### src/design/itoa_pkg.sv
// Shared constants, types and helpers for the integer-to-ASCII converter.
// Used by the divider, the character emitter and the top level.
package itoa_pkg;

  localparam int unsigned VALUE_BITS  = 32;
  localparam int unsigned STORE_DEPTH = 32;
  localparam int unsigned IDX_W       = $clog2(STORE_DEPTH);
  localparam int unsigned CNT_W       = IDX_W + 1;
  localparam int unsigned BIT_CNT_W   = $clog2(VALUE_BITS);

  localparam logic [7:0] CHAR_ZERO  = 8'h30;
  localparam logic [7:0] CHAR_A     = 8'h41;
  localparam logic [7:0] CHAR_MINUS = 8'h2D;
  localparam logic [7:0] DEC_RADIX  = 8'd10;

  // One write into the digit store.
  typedef struct packed {
    logic             en;
    logic [IDX_W-1:0] addr;
    logic [7:0]       data;
  } store_wr_t;

  // Start request for the emitter.
  typedef struct packed {
    logic             start;
    logic             minus;
    logic [CNT_W-1:0] count;
  } emit_req_t;

  // Map a digit value to its character; high digits wrap modulo 256.
  function automatic logic [7:0] digit_char(input logic [7:0] d);
    logic [7:0] c;
    if (d < DEC_RADIX) begin
      c = d + CHAR_ZERO;
    end else begin
      c = d + (CHAR_A - DEC_RADIX);
    end
    return c;
  endfunction

endpackage

### src/design/integer_to_ascii_radix_top.sv
// Integer to ASCII in any radix from 2 to 255; a radix below 2 selects decimal.
// Each digit costs one pass of the bit-serial divider; each character is then
// read from the digit store and loaded into the output register.
// A new item is taken once the previous one's last character is registered.
// Reset is asynchronous and active low; the digit store is not cleared.
module integer_to_ascii_radix_top
  import itoa_pkg::*;
(
  input  logic                  clk_i,
  input  logic                  rst_ni,
  input  logic                  in_valid_i,
  output logic                  in_ready_o,
  input  logic [VALUE_BITS-1:0] value_i,
  input  logic [7:0]            radix_i,
  input  logic                  is_signed_i,
  output logic                  out_valid_o,
  input  logic                  out_ready_i,
  output logic [7:0]            char_out_o,
  output logic                  last_o
);

  typedef enum logic {
    T_IDLE,
    T_DIV
  } state_e;

  state_e                state_q;
  logic [CNT_W-1:0]      count_q;
  logic                  minus_q;
  logic [7:0]            radix_q;
  logic                  emit_busy;
  logic                  in_take;
  logic                  neg;
  logic [7:0]            radix_eff;
  logic [VALUE_BITS-1:0] magnitude;
  logic                  div_start;
  logic [VALUE_BITS-1:0] div_dividend;
  logic [7:0]            div_divisor;
  logic                  div_done;
  logic [VALUE_BITS-1:0] div_quot;
  logic [7:0]            div_rem;
  logic                  room;
  logic [CNT_W-1:0]      count_next;
  store_wr_t             wr;
  emit_req_t             req;

  assign in_ready_o = (state_q == T_IDLE) && !emit_busy;
  assign in_take    = in_valid_i && in_ready_o;

  // Sign and radix handling at input.
  assign neg       = is_signed_i && (radix_i == DEC_RADIX) && value_i[VALUE_BITS-1];
  assign radix_eff = (radix_i < 8'd2) ? DEC_RADIX : radix_i;
  assign magnitude = neg ? (~value_i + 1'b1) : value_i;

  // Divider start: from the input, or chained on the running quotient.
  assign div_start    = in_take || ((state_q == T_DIV) && div_done && (div_quot != '0));
  assign div_dividend = in_take ? magnitude : div_quot;
  assign div_divisor  = in_take ? radix_eff : radix_q;

  // Store the new digit while there is room; count saturates at the depth.
  assign room       = !count_q[CNT_W-1];
  assign count_next = room ? count_q + 1'b1 : count_q;

  always_comb begin
    wr.en     = (state_q == T_DIV) && div_done && room;
    wr.addr   = count_q[IDX_W-1:0];
    wr.data   = digit_char(div_rem);
    req.start = (state_q == T_DIV) && div_done && (div_quot == '0);
    req.minus = minus_q;
    req.count = count_next;
  end

  // Conversion control.
  always_ff @(posedge clk_i or negedge rst_ni) begin
    if (!rst_ni) begin
      state_q <= T_IDLE;
      count_q <= '0;
      minus_q <= 1'b0;
      radix_q <= '0;
    end else begin
      unique case (state_q)
        T_IDLE: begin
          if (in_take) begin
            count_q <= '0;
            minus_q <= neg;
            radix_q <= radix_eff;
            state_q <= T_DIV;
          end
        end
        T_DIV: begin
          if (div_done) begin
            count_q <= count_next;
            if (div_quot == '0) begin
              state_q <= T_IDLE;
            end
          end
        end
        default: state_q <= T_IDLE;
      endcase
    end
  end

  itoa_div u_div (
    .clk_i      (clk_i),
    .rst_ni     (rst_ni),
    .start_i    (div_start),
    .dividend_i (div_dividend),
    .divisor_i  (div_divisor),
    .done_o     (div_done),
    .quotient_o (div_quot),
    .remainder_o(div_rem)
  );

  itoa_emit u_emit (
    .clk_i      (clk_i),
    .rst_ni     (rst_ni),
    .wr_i       (wr),
    .req_i      (req),
    .busy_o     (emit_busy),
    .out_valid_o(out_valid_o),
    .out_ready_i(out_ready_i),
    .char_out_o (char_out_o),
    .last_o     (last_o)
  );

endmodule

### src/design/itoa_div.sv
// Bit-serial restoring divider: one quotient bit per cycle.
// Depends on itoa_pkg for VALUE_BITS and the bit counter width.
module itoa_div
  import itoa_pkg::*;
(
  input  logic                  clk_i,
  input  logic                  rst_ni,
  input  logic                  start_i,
  input  logic [VALUE_BITS-1:0] dividend_i,
  input  logic [7:0]            divisor_i,
  output logic                  done_o,
  output logic [VALUE_BITS-1:0] quotient_o,
  output logic [7:0]            remainder_o
);

  logic [VALUE_BITS-1:0] quot_q, quot_d;
  logic [7:0]            rem_q, rem_d;
  logic [7:0]            div_q;
  logic [BIT_CNT_W-1:0]  cnt_q;
  logic                  busy_q;
  logic                  done_q;
  logic [8:0]            rem_sh;
  logic                  fits;

  // One restoring step: bring down the next dividend bit and try to subtract.
  always_comb begin
    rem_sh = {rem_q, quot_q[VALUE_BITS-1]};
    fits   = (rem_sh >= {1'b0, div_q});
    rem_d  = fits ? 8'(rem_sh - {1'b0, div_q}) : rem_sh[7:0];
    quot_d = {quot_q[VALUE_BITS-2:0], fits};
  end

  // Control: step counter, busy and done pulse.
  always_ff @(posedge clk_i or negedge rst_ni) begin
    if (!rst_ni) begin
      busy_q <= 1'b0;
      done_q <= 1'b0;
      cnt_q  <= '0;
      quot_q <= '0;
    end else begin
      done_q <= 1'b0;
      if (start_i) begin
        busy_q <= 1'b1;
        cnt_q  <= '0;
        quot_q <= dividend_i;
      end else if (busy_q) begin
        quot_q <= quot_d;
        cnt_q  <= cnt_q + 1'b1;
        if (cnt_q == BIT_CNT_W'(VALUE_BITS - 1)) begin
          busy_q <= 1'b0;
          done_q <= 1'b1;
        end
      end
    end
  end

  // Remainder and divisor hold no control state.
  always_ff @(posedge clk_i) begin
    if (start_i) begin
      rem_q <= '0;
      div_q <= divisor_i;
    end else if (busy_q) begin
      rem_q <= rem_d;
    end
  end

  assign done_o      = done_q;
  assign quotient_o  = quot_q;
  assign remainder_o = rem_q;

endmodule

### src/design/itoa_emit.sv
// Digit store and character emitter with a registered output stage.
// Depends on itoa_pkg for the store write and start request types.
module itoa_emit
  import itoa_pkg::*;
(
  input  logic      clk_i,
  input  logic      rst_ni,
  input  store_wr_t wr_i,
  input  emit_req_t req_i,
  output logic      busy_o,
  output logic      out_valid_o,
  input  logic      out_ready_i,
  output logic [7:0] char_out_o,
  output logic      last_o
);

  typedef enum logic [1:0] {
    E_IDLE,
    E_SIGN,
    E_READ,
    E_LOAD
  } state_e;

  logic [7:0]       mem [STORE_DEPTH];
  logic [7:0]       rd_data_q;
  logic [IDX_W-1:0] rd_addr;
  logic             rd_en;
  logic [CNT_W-1:0] idx_q;
  logic [CNT_W-1:0] idx_dec;
  logic             out_valid_q;
  logic [7:0]       char_q;
  logic             last_q;
  logic             slot_free;
  logic             out_load;
  state_e           state_q;

  assign idx_dec   = idx_q - 1'b1;
  assign rd_addr   = idx_dec[IDX_W-1:0];
  assign rd_en     = (state_q == E_READ);
  assign slot_free = !out_valid_q || out_ready_i;
  assign out_load  = slot_free && ((state_q == E_SIGN) || (state_q == E_LOAD));

  // Digit store: one write port from the converter, one registered read port.
  always_ff @(posedge clk_i) begin
    if (wr_i.en) begin
      mem[wr_i.addr] <= wr_i.data;
    end
    if (rd_en) begin
      rd_data_q <= mem[rd_addr];
    end
  end

  // Emitter sequence and output register.
  always_ff @(posedge clk_i or negedge rst_ni) begin
    if (!rst_ni) begin
      state_q     <= E_IDLE;
      idx_q       <= '0;
      out_valid_q <= 1'b0;
      char_q      <= '0;
      last_q      <= 1'b0;
    end else begin
      // The output register fills on a load and empties when its item is taken.
      if (out_load) begin
        out_valid_q <= 1'b1;
      end else if (out_ready_i) begin
        out_valid_q <= 1'b0;
      end
      unique case (state_q)
        E_IDLE: begin
          if (req_i.start) begin
            idx_q   <= req_i.count;
            state_q <= req_i.minus ? E_SIGN : E_READ;
          end
        end
        E_SIGN: begin
          if (slot_free) begin
            char_q      <= CHAR_MINUS;
            last_q      <= 1'b0;
            state_q     <= E_READ;
          end
        end
        E_READ: begin
          state_q <= E_LOAD;
        end
        E_LOAD: begin
          if (slot_free) begin
            char_q      <= rd_data_q;
            last_q      <= (idx_q == CNT_W'(1));
            idx_q       <= idx_dec;
            state_q     <= (idx_q == CNT_W'(1)) ? E_IDLE : E_READ;
          end
        end
        default: state_q <= E_IDLE;
      endcase
    end
  end

  assign busy_o      = (state_q != E_IDLE);
  assign out_valid_o = out_valid_q;
  assign char_out_o  = char_q;
  assign last_o      = last_q;

endmodule

### config.mk
export PLATFORM = sky130hd
export DESIGN_NAME = integer_to_ascii_radix_top
export DESIGN_NICKNAME = d
export VERILOG_FILES = /design/src/design/itoa_pkg.sv /design/src/design/integer_to_ascii_radix_top.sv /design/src/design/itoa_div.sv /design/src/design/itoa_emit.sv
export SDC_FILE = /design/constraint.sdc
export NUM_CORES = 1
export LEC_CHECK = 0
export CORE_ASPECT_RATIO = 1.5
export CORE_MARGIN = 5
export CORE_UTILIZATION = 60
export CTS_BUF_LIST = sky130_fd_sc_hd__clkbuf_4
export DETAILED_ROUTE_END_ITERATION = 10
export DONT_BUFFER_PORTS = 1
export HOLD_SLACK_MARGIN = 0.02
export PLACE_DENSITY_LB_ADDON = 0.25
export SETUP_SLACK_MARGIN = 0.2
export SYNTH_ARGS = -nofsm -noshare
export SYNTH_HDL_FRONTEND = slang
export SYNTH_SLANG_ARGS = --single-unit
### constraint.sdc
create_clock -name clk_i -period 3.53 [get_ports clk_i]
set_input_delay 0.1765 -clock clk_i [delete_from_list [all_inputs] [get_ports clk_i]]
set_output_delay 0.1765 -clock clk_i [all_outputs]
set_load 0.02 [all_outputs]
==> results of run 1 <==
-- routing by layer --
metal / vias up / global-route usage / wire length (um)
met5: - / 0 / 0
met4: 0 / 0.0785 / 729
met3: 44 / 0.0519 / 2120
met2: 314 / 0.453 / 19700
met1: 4806 / 0.287 / 12600
li1: 4370 / - / -
-- through the flow --
step	area [sq um]	setup WS (ns)	hold WS (ns)
final	18200	0.299	0.0716
after global routing	18200	0.201	0.0967
after CTS	18200	0.459	0.0208
after detailed placement	16200	0.677	-0.117
after global placement	16200	0.696	-0.117
after floorplan	15600	0.329	-0.119
-- area by class of cell --
type | instances | share of cell area
Sequential cell | 353 | 0.559
Multi-Input combinational cell | 601 | 0.285
Timing Repair Buffer | 128 | 0.0681
Clock buffer | 130 | 0.0537
Tap cell | 333 | 0.0229
Inverter | 30 | 0.00619
Clock inverter | 15 | 0.00461
Antenna cell | 2 | 0.000275
-- power breakdown --
group          internal, mW  switching [mW]  total [mW]
sequential             4.56           0.171        4.73
combinational         0.862            1.08        1.95
clock                  1.74            1.51        3.24
total                  7.15            2.76        9.92
-- critical path, cell delays in order --
cell           delay (ns)
dlygate4sd3_1        0.56
or4_4                0.61
nor4_4               0.77
o41ai_1              0.27
xor2_1               0.20
dlygate4sd3_1        0.58
o21ai_0              0.13
dlygate4sd3_1        0.56
-- sequential cells by signal (all words and copies together) (netlist names), 2 cells and up --
name / cells
u_emit.mem: 256
u_div.quotient_o: 32
radix_q: 8
u_div.div_q: 8
u_div.remainder_o: 8
u_emit.char_out_o: 8
u_emit.rd_data_q: 8
count_q: 6
u_emit.idx_q: 6
u_div.cnt_q: 5
u_emit.state_q: 2
-- cell families after synthesis --
kind of cell | after synthesis
multiplexers | 121
flip-flops | 353
AO/OA/AOI/OAI | 138
adder cells (fa/ha/maj) | 20
buffers and inverters | 80
XOR/XNOR | 47
AND/OR/NAND/NOR | 275
-- repair_timing --
item / 4_1_cts / 5_1_grt
hold buffers: 87 / 0
setup buffers: 0 / 0
hold endpoints to repair: 133 / 0
-- cell usage in the layout (no fill, tap or decap), types with 7 or more instances in the layout --
| cell | count |
|---|---|
| dlygate4sd3_1 | 85 |
| ha_1 | 18 |
| mux4_2 | 80 |
| o31ai_1 | 10 |
| a21oi_1 | 23 |
| buf_4 | 39 |
| dfrtp_1 | 72 |
| xnor2_1 | 24 |
| nor4_1 | 14 |
| mux2i_1 | 29 |
| nand2_1 | 99 |
| xor2_1 | 17 |
| o21ai_0 | 49 |
| clkbuf_4 | 130 |
| nand2b_1 | 7 |
| mux2_2 | 11 |
| edfxtp_1 | 272 |
| nor2_1 | 75 |
| nor3_1 | 10 |
| a31oi_1 | 9 |
| clkinv_1 | 13 |
| dfxtp_1 | 8 |
| inv_1 | 29 |
| nand3_1 | 24 |
-- final timing paths --
kind / slack, ns / start / to / depth (start not counted)
max reg2reg: 0.48 / u_div.quotient_o[31] / u_div.quotient_o[31] / 8
min reg2reg: 0.47 / radix_q[3] / radix_q[3] / 2
max: 0.30 / radix_i[4] / u_div.quotient_o[21] / 8
min in group asynchronous: 0.50 / rst_ni / u_emit.char_out_o[7] / 3
min: 0.07 / is_signed_i / u_div.quotient_o[8] / 6
max in group asynchronous: 2.48 / rst_ni / u_emit.idx_q[0] / 4
==> metrics.txt, run 1 <==
die area=0.0294 sq mm; status=complete, no violations; final setup TNS=0 ns; Placer Congestion=0.838; post-DR wirelength/cell=22.1 um; Final min period=3.23 ns; Root Driver=clkbuf_4; post-layout power=9.92 mW; Clock Latency Late Sink=0.71 ns; Hold Path Class=input port to register; simple-gate portion of the synthesized area=0.0853; maximum VDD drop=0.518 mV; residual DRC count=0; synth warn=0; WS Path Type=input port to register; antenna-violating nets left=0; vias in the first global route=10.1k; clock slew at reported path FFs=0.08 ns; main combinational cell family by area after synthesis=multiplexers; leading area contributor after synthesis=edfxtp_1; post-route insts no fill=1,592; Starting Density=0.607; Static Leak=6.34 nW; Crit. End Element=register; Synth cell types=65; sequential fraction of the synthesis area=0.650; Critical Path RT=4.17 ns; fraction of layout cells with a size suffix above 1=0.235; synthesized area=0.0156 sq mm; vias per cell=5.99; ys async rst share=0.207; crit-path max FO=16; most instantiated cells after synthesis=272 x edfxtp_1, 99 x nand2_1, 80 x mux4_2; count of final setup violators=0; FILL cells=1,756; RSZ-0062 raised after global routing=false; DRT Pass-1 Iters=5; Die W=142 um; sequential cell area=0.0102 sq mm; I/O Buffers=0; kind of start point of the critical path=input port; power density cells=546 mW/mm^2; Synth Area in XOR/XNOR=0.0263; top-count cell post-synth=edfxtp_1; cell count after synthesis=1,034; multi-input logic area=0.00519 sq mm; total track usage=0.247; drt first-iter violations=609; Post-synth EDFFs=272; syn_nets=1,099; Post-Synth Adder-Cell Area=0.0165; Synth Area per Inst=15.1 sq um; fin util=0.706; core area=0.0258 sq mm; CTS sink cnt=353; post-CTS sizing=0; hpwl dp=21,600 um; dominant synthesized flop cell=edfxtp_1; Final Hold Vio Count=0; Final Cycle Share=0.915; Final #Nets=1,260; placed cells=1,358; area grow syn2layout=16.3%; Clock Path Buffers=3; fmax=310 MHz; relative slew slack=0.345; pin count of the biggest net entering global routing=71; Die Y-Extent=208 um; CTS Buf Count=81; max_cap viols=0; CP arrival=3.87 ns; worst-margin pin slew=0.978 ns; gr ovfl total=0; Worst Skew=0.0566 ns; total length of routed wires=35,200 um; fraction of the mapped netlist area in compound gates=0.0573; first-pass GRT wire length=55,700 um; initial antenna violation count=1; post-synthesis mux area share=0.142; Rows=72; Pins Over Slew Limit=0; Yosys reg bits=353; top cells by area, synth=edfxtp_1 52%, dfrtp_1 12%, mux4_2 12%; DR vias=9,534; area share of the leading cell type in the synthesized netlist=0.523; CTS tree=built; # IOs=56; number of H-tree levels=3
(Power assumes the default switching activity.)
==> run 2, diff against run 1 <==
- clock period: 3.53 -> 3.7 ns (I/O delays scaled with it)
==> run 2 against run 1 <==
Flip-flop and latch count unchanged. Total power decreased by 5.4%. Largest cell class unchanged. Clock-buffer cell count is 9 lower. Highest routed layer unchanged. Setup slack better by 0.34 ns. Critical path type is now register to register. Global-route usage fell by 0.59 points. Register-to-register slack improved by 0.16 ns. Via count down 0.78%. Critical endpoint is now u_div.quotient_o[31].
==> metrics.txt, run 2 (same netlist as run 1, synthesis figures left out) <==
CTS tree=built; Reg with most FFs=u_emit.mem; crit-path max FO=35; placed cells=1,343; DRT Pass-1 Iters=7; most frequent cells in the layout=272 x edfxtp_1, 121 x clkbuf_4, 99 x nand2_1, 80 x mux4_2, 75 x nor2_1; Root Driver=clkbuf_4; buffers and inverters on the worst path=4; hpwl dp=21,300 um; WS Path Type=register to register; gr ovfl total=0; Largest stage delay, worst path=0.56 ns; crit-path cells=nor4_1 -> nand4_1 -> o21ai_1 -> buf_4 -> and2_1 -> buf_4 -> inv_2 -> nand3_1 -> dlygate4sd3_1 -> a31oi_1; I/O Buffers=0; kind of start point of the critical path=register; Critical Path RT=4.27 ns; residual DRC count=0; worst-margin pin slew=1.09 ns; relative slew slack=0.268; vias in the first global route=10.2k; post-route insts no fill=1,561; area grow syn2layout=14.5%; Final Hold Vio Count=0; Die Y-Extent=208 um; clock slew at reported path FFs=0.07 ns; Final min period=3.06 ns; delay-heaviest family, CP=buffers and inverters; vias per cell=6.06; Starting Density=0.607; RSZ-0062 raised after global routing=false; die area=0.0294 sq mm; total track usage=0.241; CTS sink cnt=353; fraction of layout cells with a size suffix above 1=0.227; Fin Hold WS=0.106 ns; number of flip-flops under the largest register name=256; Final Cycle Share=0.828; CTS Buf Count=79; Placed Area=0.0161 sq mm; commonest non-fill, non-tap cell in the layout=edfxtp_1; Rows=72; core area=0.0258 sq mm; CP arrival=3.64 ns; power density cells=524 mW/mm^2; CTS Hold Bufs=76; maximum VDD drop=0.382 mV; Slowest-stage cell, CP=dlygate4sd3_1; Final #Nets=1,232; total length of routed wires=34,400 um; final setup TNS=0 ns; fmax=326 MHz; status=complete, no violations; Final Cell Area=0.0179 sq mm; Clock Latency Late Sink=0.70 ns; Setup Buffers After CTS=0; Die W=142 um; count of final setup violators=0; Hold Path Class=input port to register; max_cap viols=0; post-CTS sizing=0; Crit. End Element=register; antenna-violating nets left=0; # IOs=56; DR vias=9,460; Clock Path Buffers=3; Static Leak=6.21 nW; Worst Skew=0.0348 ns; drt first-iter violations=588; post-DR wirelength/cell=22.0 um; first-pass GRT wire length=54,400 um; crit-path most repeated cell=buf_4; Pins Over Slew Limit=0; Placer Congestion=0.856; pin count of the biggest net entering global routing=68; post-layout power=9.38 mW; number of H-tree levels=3; initial antenna violation count=1
-- run 2: per-layer routing --
layer | up-vias | routed length [um] | global-route usage
li1 | 4305 | - | -
met1 | 4724 | 12000 | 0.282
met2 | 359 | 18800 | 0.425
met3 | 72 | 2290 | 0.0472
met4 | 0 | 1330 | 0.114
met5 | - | 0 | 0
-- run 2: worst register-to-register path, delay by kind of cell (launching register included) --
family	cells	cell delay, ns
and+or+nand+nor	4	1.01
buffers and inverters	4	1.30
DFF	1	0.39
AOI/OAI and AO/OA	2	0.26
-- run 2: final cells by class --
| type | count | area, sq um |
|---|---|---|
| flip-flops and latches | 353 | 10200 |
| fillers | 1773 | 7870 |
| multi-input cells | 601 | 5190 |
| repair buffers | 102 | 1000 |
| clock buffers | 121 | 908 |
| well taps | 333 | 417 |
| inverters | 30 | 113 |
| clock inverters | 20 | 106 |
| diodes | 1 | 2.50 |
-- run 2: where the power goes --
part,switching (mW),leakage [nW],total [mW],internal [mW]
combinational,1.06,2.37,1.87,0.812
clock,1.44,0.618,3.00,1.56
sequential,0.167,3.23,4.51,4.35
-- run 2: stage by stage --
| stage | setup slack [ns] | util |
|---|---|---|
| 6_report | 0.637 | 0.695 |
| 5_1_grt | 0.476 | 0.695 |
| 4_1_cts | 0.660 | 0.694 |
| 3_5_place_dp | 0.968 | 0.624 |
| 3_3_place_gp | 0.970 | 0.624 |
| 2_1_floorplan | 0.499 | - |
-- run 2: final timing paths --
| path | startpoint | end | slack [ns] | cells after the start |
|---|---|---|---|---|
| hold reg to reg | u_emit.rd_data_q[4] | u_emit.char_out_o[4] | 0.47 | 2 |
| max in group asynchronous | rst_ni | u_div.quotient_o[14] | 2.66 | 4 |
| min in group asynchronous | rst_ni | u_emit.idx_q[5] | 0.49 | 3 |
| hold / removal | value_i[24] | u_div.quotient_o[25] | 0.11 | 5 |
| setup reg to reg | u_div.quotient_o[26] | u_div.quotient_o[31] | 0.64 | 10 |
| setup / recovery | u_div.quotient_o[26] | u_div.quotient_o[31] | 0.64 | 10 |
